$ cat src/hw/rtl/hsv2rgb_pkg.sv
// Shared constants and the scaling divider for the HSV to RGB converter.
`default_nettype none

package hsv2rgb_pkg;

  // Field widths
  localparam int HUE_W = 16;
  localparam int PCT_W = 7;
  localparam int LVL_W = 9;
  localparam int REM_W = 13;  // remainder within a sector, 0..5999
  localparam int PROD_W = 14; // 10000 and sector products
  localparam int NUM_W = 20;  // scaled numerators, up to 1000000
  localparam int SEC_W = 3;

  // Hue geometry
  localparam logic [HUE_W-1:0] HUE_CIRCLE  = 16'd36000;
  localparam logic [HUE_W-1:0] SECTOR_SPAN = 16'd6000;

  // Percent limits
  localparam logic [PCT_W-1:0] PCT_FULL = 7'd100;
  localparam logic [PROD_W-1:0] PCT_SQ  = 14'd10000;

  // rem / 60 == (rem >> 2) / 15, done as (x * 4370) >> 16, exact for rem < 6000
  localparam logic [12:0] FRAC_RECIP = 13'd4370;

  // floor(y / 15625) for y < 2^22 as (y * ceil(2^36 / 15625)) >> 36
  localparam int SCALE_SHIFT = 36;
  localparam logic [22:0] SCALE_RECIP = 23'd4398047;

  // Configuration register indexes
  localparam logic CFG_SAT = 1'b0;
  localparam logic CFG_VAL = 1'b1;

  // Hue sectors
  localparam logic [SEC_W-1:0] SEC_RED_YEL = 3'd0;
  localparam logic [SEC_W-1:0] SEC_YEL_GRN = 3'd1;
  localparam logic [SEC_W-1:0] SEC_GRN_CYN = 3'd2;
  localparam logic [SEC_W-1:0] SEC_CYN_BLU = 3'd3;
  localparam logic [SEC_W-1:0] SEC_BLU_MAG = 3'd4;
  localparam logic [SEC_W-1:0] SEC_MAG_RED = 3'd5;

  // Level = floor(numerator * 256 / 1000000) = floor(4 * numerator / 15625)
  function automatic logic [LVL_W-1:0] scale_level(input logic [NUM_W-1:0] num);
    logic [NUM_W+1:0] y;
    logic [44:0]      prod;
    y    = {num, 2'b00};
    prod = 45'(y) * 45'(SCALE_RECIP);
    return prod[SCALE_SHIFT+LVL_W-1:SCALE_SHIFT];
  endfunction

endpackage

`default_nettype wire

$ cat src/hw/rtl/hsv_to_rgb_integer_unit.sv
// Top level: pipelined integer HSV to RGB converter.
`default_nettype none

// Converts one hue word per clock (hundredths of a degree, 36000 wraps to 0)
// into red, green and blue levels on a 0..256 scale, using the saturation and
// value percent registers (values above 100 act as 100). A hue is taken at
// every clock edge where start is high; busy is never raised. Each result
// appears on out_red/out_green/out_blue with out_valid high for one cycle,
// in input order. The seven register stages are: hue wrap, sector split,
// in-sector fraction, sector products, value products, scaling to 256, and
// channel select. Write the registers only while no hue is in flight.
module hsv_to_rgb_integer_unit (
  input  wire logic                            clk,
  input  wire logic                            rst_n,
  // Configuration
  input  wire logic                            cfg_we,
  input  wire logic                            cfg_index,
  input  wire logic [hsv2rgb_pkg::PCT_W-1:0]   cfg_data,
  // Input words
  input  wire logic                            start,
  output logic                                 busy,
  input  wire logic [hsv2rgb_pkg::HUE_W-1:0]   in_hue,
  // Result words
  output logic                                 out_valid,
  output logic [hsv2rgb_pkg::LVL_W-1:0]        out_red,
  output logic [hsv2rgb_pkg::LVL_W-1:0]        out_green,
  output logic [hsv2rgb_pkg::LVL_W-1:0]        out_blue
);

  localparam int STAGES = 7;

  // Configuration registers
  logic [hsv2rgb_pkg::PCT_W-1:0] sat_r;
  logic [hsv2rgb_pkg::PCT_W-1:0] val_r;
  logic [hsv2rgb_pkg::PCT_W-1:0] sat_c;
  logic [hsv2rgb_pkg::PCT_W-1:0] val_c;

  always_ff @(posedge clk) begin
    if (!rst_n) begin
      sat_r <= hsv2rgb_pkg::PCT_FULL;
      val_r <= hsv2rgb_pkg::PCT_FULL;
    end else if (cfg_we) begin
      if (cfg_index == hsv2rgb_pkg::CFG_SAT) begin
        sat_r <= cfg_data;
      end else begin
        val_r <= cfg_data;
      end
    end
  end

  // Clamp to 100 percent
  assign sat_c = (sat_r > hsv2rgb_pkg::PCT_FULL) ? hsv2rgb_pkg::PCT_FULL : sat_r;
  assign val_c = (val_r > hsv2rgb_pkg::PCT_FULL) ? hsv2rgb_pkg::PCT_FULL : val_r;

  // Valid bits travel with the data
  logic [STAGES-1:0] vld_r;
  logic              accept;

  assign busy   = 1'b0;
  assign accept = start & ~busy;

  always_ff @(posedge clk) begin
    if (!rst_n) begin
      vld_r <= '0;
    end else begin
      vld_r <= {vld_r[STAGES-2:0], accept};
    end
  end

  // Stage 1: fold the hue into one turn
  logic [hsv2rgb_pkg::HUE_W-1:0] h1_nxt, h1_r;

  assign h1_nxt = (in_hue >= hsv2rgb_pkg::HUE_CIRCLE) ? in_hue - hsv2rgb_pkg::HUE_CIRCLE
                                                      : in_hue;

  always_ff @(posedge clk) begin
    h1_r <= h1_nxt;
  end

  // Stage 2: sector and remainder within it
  logic [hsv2rgb_pkg::SEC_W-1:0] sec2_nxt, sec2_r;
  logic [hsv2rgb_pkg::HUE_W-1:0] base2;
  logic [hsv2rgb_pkg::HUE_W-1:0] rem2_full;
  logic [hsv2rgb_pkg::REM_W-1:0] rem2_r;

  always_comb begin
    if (h1_r < 16'd6000) begin
      sec2_nxt = hsv2rgb_pkg::SEC_RED_YEL;
      base2    = 16'd0;
    end else if (h1_r < 16'd12000) begin
      sec2_nxt = hsv2rgb_pkg::SEC_YEL_GRN;
      base2    = hsv2rgb_pkg::SECTOR_SPAN;
    end else if (h1_r < 16'd18000) begin
      sec2_nxt = hsv2rgb_pkg::SEC_GRN_CYN;
      base2    = 16'd12000;
    end else if (h1_r < 16'd24000) begin
      sec2_nxt = hsv2rgb_pkg::SEC_CYN_BLU;
      base2    = 16'd18000;
    end else if (h1_r < 16'd30000) begin
      sec2_nxt = hsv2rgb_pkg::SEC_BLU_MAG;
      base2    = 16'd24000;
    end else begin
      sec2_nxt = hsv2rgb_pkg::SEC_MAG_RED;
      base2    = 16'd30000;
    end
  end

  assign rem2_full = h1_r - base2;

  always_ff @(posedge clk) begin
    sec2_r <= sec2_nxt;
    rem2_r <= rem2_full[hsv2rgb_pkg::REM_W-1:0];
  end

  // Stage 3: fraction 0..99 = rem / 60
  logic [hsv2rgb_pkg::SEC_W-1:0] sec3_r;
  logic [23:0]                   frac_prod;
  logic [hsv2rgb_pkg::PCT_W-1:0] f3_r;

  assign frac_prod = 24'(rem2_r[hsv2rgb_pkg::REM_W-1:2]) * 24'(hsv2rgb_pkg::FRAC_RECIP);

  always_ff @(posedge clk) begin
    sec3_r <= sec2_r;
    f3_r   <= frac_prod[22:16];
  end

  // Stage 4: 10000 - S*f, 10000 - S*(100-f), and 100*(100-S)
  logic [hsv2rgb_pkg::SEC_W-1:0]  sec4_r;
  logic [hsv2rgb_pkg::PCT_W-1:0]  sinv4;
  logic [hsv2rgb_pkg::PROD_W-1:0] sf4, sfi4;
  logic [hsv2rgb_pkg::PROD_W-1:0] aq4_r, at4_r, ap4_r;

  assign sinv4 = hsv2rgb_pkg::PCT_FULL - sat_c;
  assign sf4   = 14'(sat_c) * 14'(f3_r);
  assign sfi4  = 14'(sat_c) * 14'(hsv2rgb_pkg::PCT_FULL - f3_r);

  always_ff @(posedge clk) begin
    sec4_r <= sec3_r;
    aq4_r  <= hsv2rgb_pkg::PCT_SQ - sf4;
    at4_r  <= hsv2rgb_pkg::PCT_SQ - sfi4;
    ap4_r  <= 14'(sinv4) * 14'(hsv2rgb_pkg::PCT_FULL);
  end

  // Stage 5: multiply by value
  logic [hsv2rgb_pkg::SEC_W-1:0] sec5_r;
  logic [hsv2rgb_pkg::NUM_W-1:0] nq5_r, nt5_r, np5_r, nv5_r;

  always_ff @(posedge clk) begin
    sec5_r <= sec4_r;
    nq5_r  <= 20'(val_c) * 20'(aq4_r);
    nt5_r  <= 20'(val_c) * 20'(at4_r);
    np5_r  <= 20'(val_c) * 20'(ap4_r);
    nv5_r  <= 20'(val_c) * 20'(hsv2rgb_pkg::PCT_SQ);
  end

  // Stage 6: scale to 0..256
  logic [hsv2rgb_pkg::SEC_W-1:0] sec6_r;
  logic [hsv2rgb_pkg::LVL_W-1:0] q6_r, t6_r, p6_r, v6_r;

  always_ff @(posedge clk) begin
    sec6_r <= sec5_r;
    q6_r   <= hsv2rgb_pkg::scale_level(nq5_r);
    t6_r   <= hsv2rgb_pkg::scale_level(nt5_r);
    p6_r   <= hsv2rgb_pkg::scale_level(np5_r);
    v6_r   <= hsv2rgb_pkg::scale_level(nv5_r);
  end

  // Stage 7: route levels to channels by sector
  logic [hsv2rgb_pkg::LVL_W-1:0] red_nxt, green_nxt, blue_nxt;
  logic [hsv2rgb_pkg::LVL_W-1:0] red_r, green_r, blue_r;

  always_comb begin
    case (sec6_r)
      hsv2rgb_pkg::SEC_RED_YEL: begin
        red_nxt = v6_r; green_nxt = t6_r; blue_nxt = p6_r;
      end
      hsv2rgb_pkg::SEC_YEL_GRN: begin
        red_nxt = q6_r; green_nxt = v6_r; blue_nxt = p6_r;
      end
      hsv2rgb_pkg::SEC_GRN_CYN: begin
        red_nxt = p6_r; green_nxt = v6_r; blue_nxt = t6_r;
      end
      hsv2rgb_pkg::SEC_CYN_BLU: begin
        red_nxt = p6_r; green_nxt = q6_r; blue_nxt = v6_r;
      end
      hsv2rgb_pkg::SEC_BLU_MAG: begin
        red_nxt = t6_r; green_nxt = p6_r; blue_nxt = v6_r;
      end
      default: begin
        red_nxt = v6_r; green_nxt = p6_r; blue_nxt = q6_r;
      end
    endcase
  end

  always_ff @(posedge clk) begin
    red_r   <= red_nxt;
    green_r <= green_nxt;
    blue_r  <= blue_nxt;
  end

  assign out_valid = vld_r[STAGES-1];
  assign out_red   = red_r;
  assign out_green = green_r;
  assign out_blue  = blue_r;

`ifndef SYNTH
  // Every accepted hue comes out after the full pipeline depth
  a_latency: assert property (@(posedge clk) disable iff (!rst_n)
    accept |-> ##7 out_valid)
    else $error("result word missing after pipeline latency");

  // Levels never exceed full scale
  a_range: assert property (@(posedge clk) disable iff (!rst_n)
    out_valid |-> (out_red <= 9'd256) && (out_green <= 9'd256) && (out_blue <= 9'd256))
    else $error("output level above full scale");

  // Zero saturation gives grey
  a_grey: assert property (@(posedge clk) disable iff (!rst_n)
    (out_valid && (sat_c == 7'd0)) |-> (out_red == out_green) && (out_green == out_blue))
    else $error("zero saturation did not give grey");
`endif

endmodule

`default_nettype wire
$ cat config.mk
export PLATFORM = sky130hd
export DESIGN_NAME = hsv_to_rgb_integer_unit
export DESIGN_NICKNAME = d
export VERILOG_FILES = /design/src/hw/rtl/hsv2rgb_pkg.sv /design/src/hw/rtl/hsv_to_rgb_integer_unit.sv
export SDC_FILE = /design/constraint.sdc
export NUM_CORES = 2
export LEC_CHECK = 0
export ABC_AREA = 1
export BUFFER_PORTS_ARGS = -buffer_cell sky130_fd_sc_hd__buf_4
export CAP_MARGIN = 10
export CORE_MARGIN = 5
export CORE_UTILIZATION = 39
export DETAILED_ROUTE_END_ITERATION = 6
export RECOVER_POWER = 50
export SYNTH_ARGS = -nofsm -noshare
export SYNTH_HDL_FRONTEND = slang
export SYNTH_SLANG_ARGS = --single-unit
$ cat constraint.sdc
create_clock -name clk -period 5.2 [get_ports clk]
set_clock_uncertainty 0.2 [all_clocks]
set_input_delay 0.78 -clock clk [delete_from_list [all_inputs] [get_ports clk]]
set_output_delay 0.78 -clock clk [all_outputs]
set_load 0.02 [all_outputs]
# --- Yosys cells after proc, flatten, opt, wreduce, memory -nomap -nowiden ---
# Index checks and enable logic that the tools add are counted.
word_totals:
  input_bits: 28
  regBits: 251
  out_inout_bits: 29
  elab_cells: 82
op_classes:
  bitwise_logic: 1
  n_addsub: 6
  n_reduce_logical: 9
  eq_ne: 4
  n_lt_le_gt_ge: 8
  mul: 12
  mux: 15
ops:
  columns: ["op", "n"]
  rows:
  - ["$mul 20x23->43 const B", 3]
  - ["$pmux 9 s3", 3]
  - ["$mux 13", 4]
  - ["$lt 16x15->1 const B", 3]
  - ["$mul 7x14->20", 2]
  - ["$mul 16x23->39 const B", 1]
  - ["$sub 14x14->14 const A", 2]
  - ["$mul 11x12->22 const B", 1]
  - ["$mul 7x12->18", 1]
  - ["$ge 16x16->1 const B", 1]
  - ["$lt 16x13->1 const B", 1]
  - ["$lt 16x14->1 const B", 1]
  - ["$mul 7x10->16 const B", 1]
  - ["$mux 16", 1]
  - ["$sub 16x16->16 const B", 1]
  - ["$gt 7x7->1 const B", 2]
  - ["$mul 7x7->14", 1]
  - ["$mul 8x8->14", 1]
  - ["$mux 7", 2]
  - ["$sub 13x13->13", 1]
  - ["$mul 7x5->12 const B", 1]
  - ["$mux 12", 1]
  - ["$reduce_or 2->1", 5]
  - ["$sub 7x7->8 const A", 1]
  - ["other kinds (10)", 14]

# --- Longest topological paths before layout ---
logic_depth:
  depth_word: 7
  ltp_mapped: 28
  ltp_nobuf: 28

# --- Worst setup path after synthesis ---
# OpenSTA, ideal clock, no wires.
synth_path:
  path_type: "register to register"
  startpoint: "register nq5_r[2] in the netlist's numbering"
  endpoint: "register q6_r[8] in the netlist's numbering"
  synth_period_minus_slack_ps: 5503
  arrival_ps: 5190
  required_time_ps: 4887
  path_buffers: 0
  slack_ps: -303
  setup_time_ps: 113
  stages_incl_launch_ff: 22
  path_cell_list: "dfxtp_1 inv_1 fa_1 inv_1 fa_1 fa_1 inv_1 fa_1 fa_1 inv_1 fa_1 inv_1 fa_1 inv_1 ha_1 nand2_1 nor2_1 nand2_1 nor3_1 nand2_1 nand4_1 nand2_1"
synth_via:
  elab_chain_len: 1
synth_rtl:
  columns: ["item", "line_no", "source"]
  rows:
  - ["start: declaration", "hsv_to_rgb_integer_unit.sv:146", "logic [hsv2rgb_pkg::NUM_W-1:0] nq5_r, nt5_r, np5_r, nv5_r;"]
  - ["start signal: assignment", "hsv_to_rgb_integer_unit.sv:150", "nq5_r <= 20'(val_c) * 20'(aq4_r);"]
  - ["$mul 20x23->43", "hsv2rgb_pkg.sv:47", "prod = 45'(y) * 45'(SCALE_RECIP);"]
  - ["end signal: assignment", "hsv_to_rgb_integer_unit.sv:162", "q6_r <= hsv2rgb_pkg::scale_level(nq5_r);"]
  - ["end: declaration", "hsv_to_rgb_integer_unit.sv:158", "logic [hsv2rgb_pkg::LVL_W-1:0] q6_r, t6_r, p6_r, v6_r;"]
# Every way passes these cells.
# A chain may end at the register's enable or synchronous reset.

# --- Worst setup path after layout ---
layout_path:
  startpoint: "register nt5_r[9] in the netlist's numbering"
  endpoint: "register t6_r[5] in the netlist's numbering"
layout_via:
  elab_chain_len: 1
layout_rtl:
  columns: ["item", "line_no", "source"]
  rows:
  - ["start: declaration", "hsv_to_rgb_integer_unit.sv:146", null]
  - ["start signal: assignment", "hsv_to_rgb_integer_unit.sv:151", "nt5_r <= 20'(val_c) * 20'(at4_r);"]
  - ["$mul 20x23->43", "hsv2rgb_pkg.sv:47", null]
  - ["end signal: assignment", "hsv_to_rgb_integer_unit.sv:163", "t6_r <= hsv2rgb_pkg::scale_level(nt5_r);"]
  - ["end: declaration", "hsv_to_rgb_integer_unit.sv:158", null]
# Every way passes these cells.

==> impl_metrics.yaml <==
clocking:
  cts_buffer_depth: 3
  cts-root-buf: "clkbuf_16"
  clk_pin_slew_ns: 0.06
  tritoncts: "built"
  cts_hold_buf: 0
  numCtsBuffers: 34
  cts_num_sinks: 243
  cts_max_level: 2
  clk_latency_ns: 0.56
placement:
  placed_area_sq_um: 58800
  place.port_buffers: 53
  place_hpwl_mm: 118
  gp_congestion: 0.928
  pre_cts_slack_ns: -0.378
synthesis:
  synth_area_sq_um: 52800
  synth_top_area_frac: 0.316
  avgSynthCellArea_sq_um: 8.19
  postSynthCellCount: 6444
  synth.most_common_cell: "inv_1"
  ys.flop_type: "dfxtp_1"
  yosysTopAreaCell: "fa_1"
  synth-simple-area-share: 0.143
  synth_seq_cells: 243
  yosys_warnings: 0
  synth_edf_count: 0
  synth_fa_ha_area_frac: 0.552
  synth_nets: 8301
  async_flop_share: 0
  synth_compound_area_frac: 0.0612
  synthMuxAreaShare: 0
  ys_types: 59
  synthTopCellsByArea: "fa_1 32%, ha_1 24%, inv_1 12%"
  synth_common_cells: "1757 x inv_1, 1147 x nand2_1, 996 x ha_1"
  ys_seq_area_frac: 0.0922
  synth_xor_area_frac: 0.0204
  synth_top_family_by_area: "adder cells"
floorplan:
  die_h_um: 378
  start_util: 0.391
  die_w_um: 378
  io_pins: 57
  die_area_sq_um: 143000
  rows: 135
  core_area_sq_um: 135000
final_layout:
  area_delta_synth_final_pct: 18.6
  fillers: 13100
  final_nets: 8817
  final_util: 0.464
  multi_input_area_sq_um: 43700
  regArea_sq_um: 4940
  fin_area_sq_um: 62600
  num_antenna_cells: 0
  drive_gt1_frac: 0.167
setup_path:
  end_kind: "flop"
  setup.worst_path.start_class: "flop"
  arrival_ns: 5.72
  crit_type: "reg -> reg"
  cp.required_ns: 5.44
  cp_max_fo: 4
detailed_routing:
  drt_iter0_markers: 1869
  routed_wl_mm: 134
  vias_per_cell: 4.75
  firstDrtPassIters: 6
  vias: 41600
  ant_nets: 0
  wl_per_cell_um: 15.3
  drc_errors: 0
timing:
  fin_crit_ns: 5.48
  fin_setup_tns_ns: -4.75
  finalMaxSlewViolations: 0
  setup_viol: 39
  hold_violations: 0
  period_share: 1.05
  rsz0062_at_grt: "yes"
  fin_ws_ns: -0.283
  tightest_slew_ns: 1.20
  max_freq_mhz: 182
  relSlewSlack: 0.200
job:
  maxCapViolCount: 0
grt:
  grt_pass1_wl_mm: 222
  grt_util_met2: 0.323
  grtUsageMet1: 0.268
  grt_start_max_net_pins: 45
  grt-ovfl-total: 0
  grtUsageTotal: 0.190
  antenna_found_initial: 1
  met3_usage: 0.0192
  grt_pass1_vias: 43500
  grt-busiest-layer: "met2"
status:
  failed_checks: "setup timing"
  status: "finished with violations"
hold_path:
  hold_class: "reg -> reg"
-- final cells by class --
cell class                 count  area share
tap                         1781      0.0356
multi-input combinational   4376       0.698
clock inverter                15     0.00326
clock buffer                  41      0.0145
inverter                    1786       0.108
sequential                   243      0.0789
timing repair buffer         519      0.0625
-- layout by cell type (no fill, tap or decap), types with 82 or more instances in the layout --
master,n
nor2_1,348
dfxtp_1,195
o21ai_0,91
nand2_1,1049
inv_1,1707
nand3_1,129
xor2_1,82
ha_1,906
a21oi_1,189
fa_1,785
buf_4,460
-- timing repair --
item	4_1_cts	5_1_grt
setup endpoints to repair	38	69
resized for setup	201	466
setup buffers	7	26
pin swaps	94	201
-- cells by family (layout without fill, tap and decap cells) --
family          after synthesis  count (layout)
fa+ha+maj                  1829            1829
other cells                   1               1
compound gates              565             565
buf+inv                    1825            2361
flops                       243             243
xor+xnor                    123             123
simple gates               1858            1858
-- metal layers --
| layer | up-vias | wire (um) |
|---|---|---|
| met3 | 128 | 5420 |
| met5 | - | 0 |
| met4 | 0 | 2290 |
| met2 | 739 | 63100 |
| li1 | 20600 | - |
| met1 | 20100 | 63400 |
-- worst max-delay path, cell delays in order, from the launching register on --
cell	delay, ns
dfxtp_2	0.34
fa_2	0.61
inv_2	0.07
fa_1	0.49
inv_1	0.05
fa_1	0.52
fa_2	0.46
fa_2	0.55
fa_1	0.44
fa_1	0.56
ha_4	0.24
a21oi_2	0.14
o21ai_1	0.08
buf_4	0.15
a21oi_1	0.11
nand2_1	0.08
nand2_2	0.07
nand3_1	0.08
nand2_1	0.06
nand2_1	0.05
-- metrics by stage --
stage               cells  hold slack, ns
detailed placement   8672           0.114
global route         8761           0.111
global placement     8672           0.111
finish               8761          0.0942
CTS                  8735          0.0786
floorplan            6444           0.110
-- sequential cells by signal (all words and copies together), names as in the netlist, 11 cells and up --
name	count
nt5_r	20
nq5_r	19
np5_r	18
nv5_r	16
at4_r	14
h1_r	14
aq4_r	13
ap4_r	12
rem2_r	11
-- path summary, 6_finish.rpt --
kind | depth (start not counted) | endpoint | startpoint | slack (ns)
worst max register to register | 19 | t6_r[5] | nt5_r[9] | -0.28
worst min-delay path | 0 | sec5_r[0] | sec4_r[0] | 0.09
worst min register to register | 0 | sec5_r[0] | sec4_r[0] | 0.09
worst max-delay path | 19 | t6_r[5] | nt5_r[9] | -0.28
Power is not shown: default switching activity piles up to over one toggle a cycle in this logic, so the estimate is an artifact.
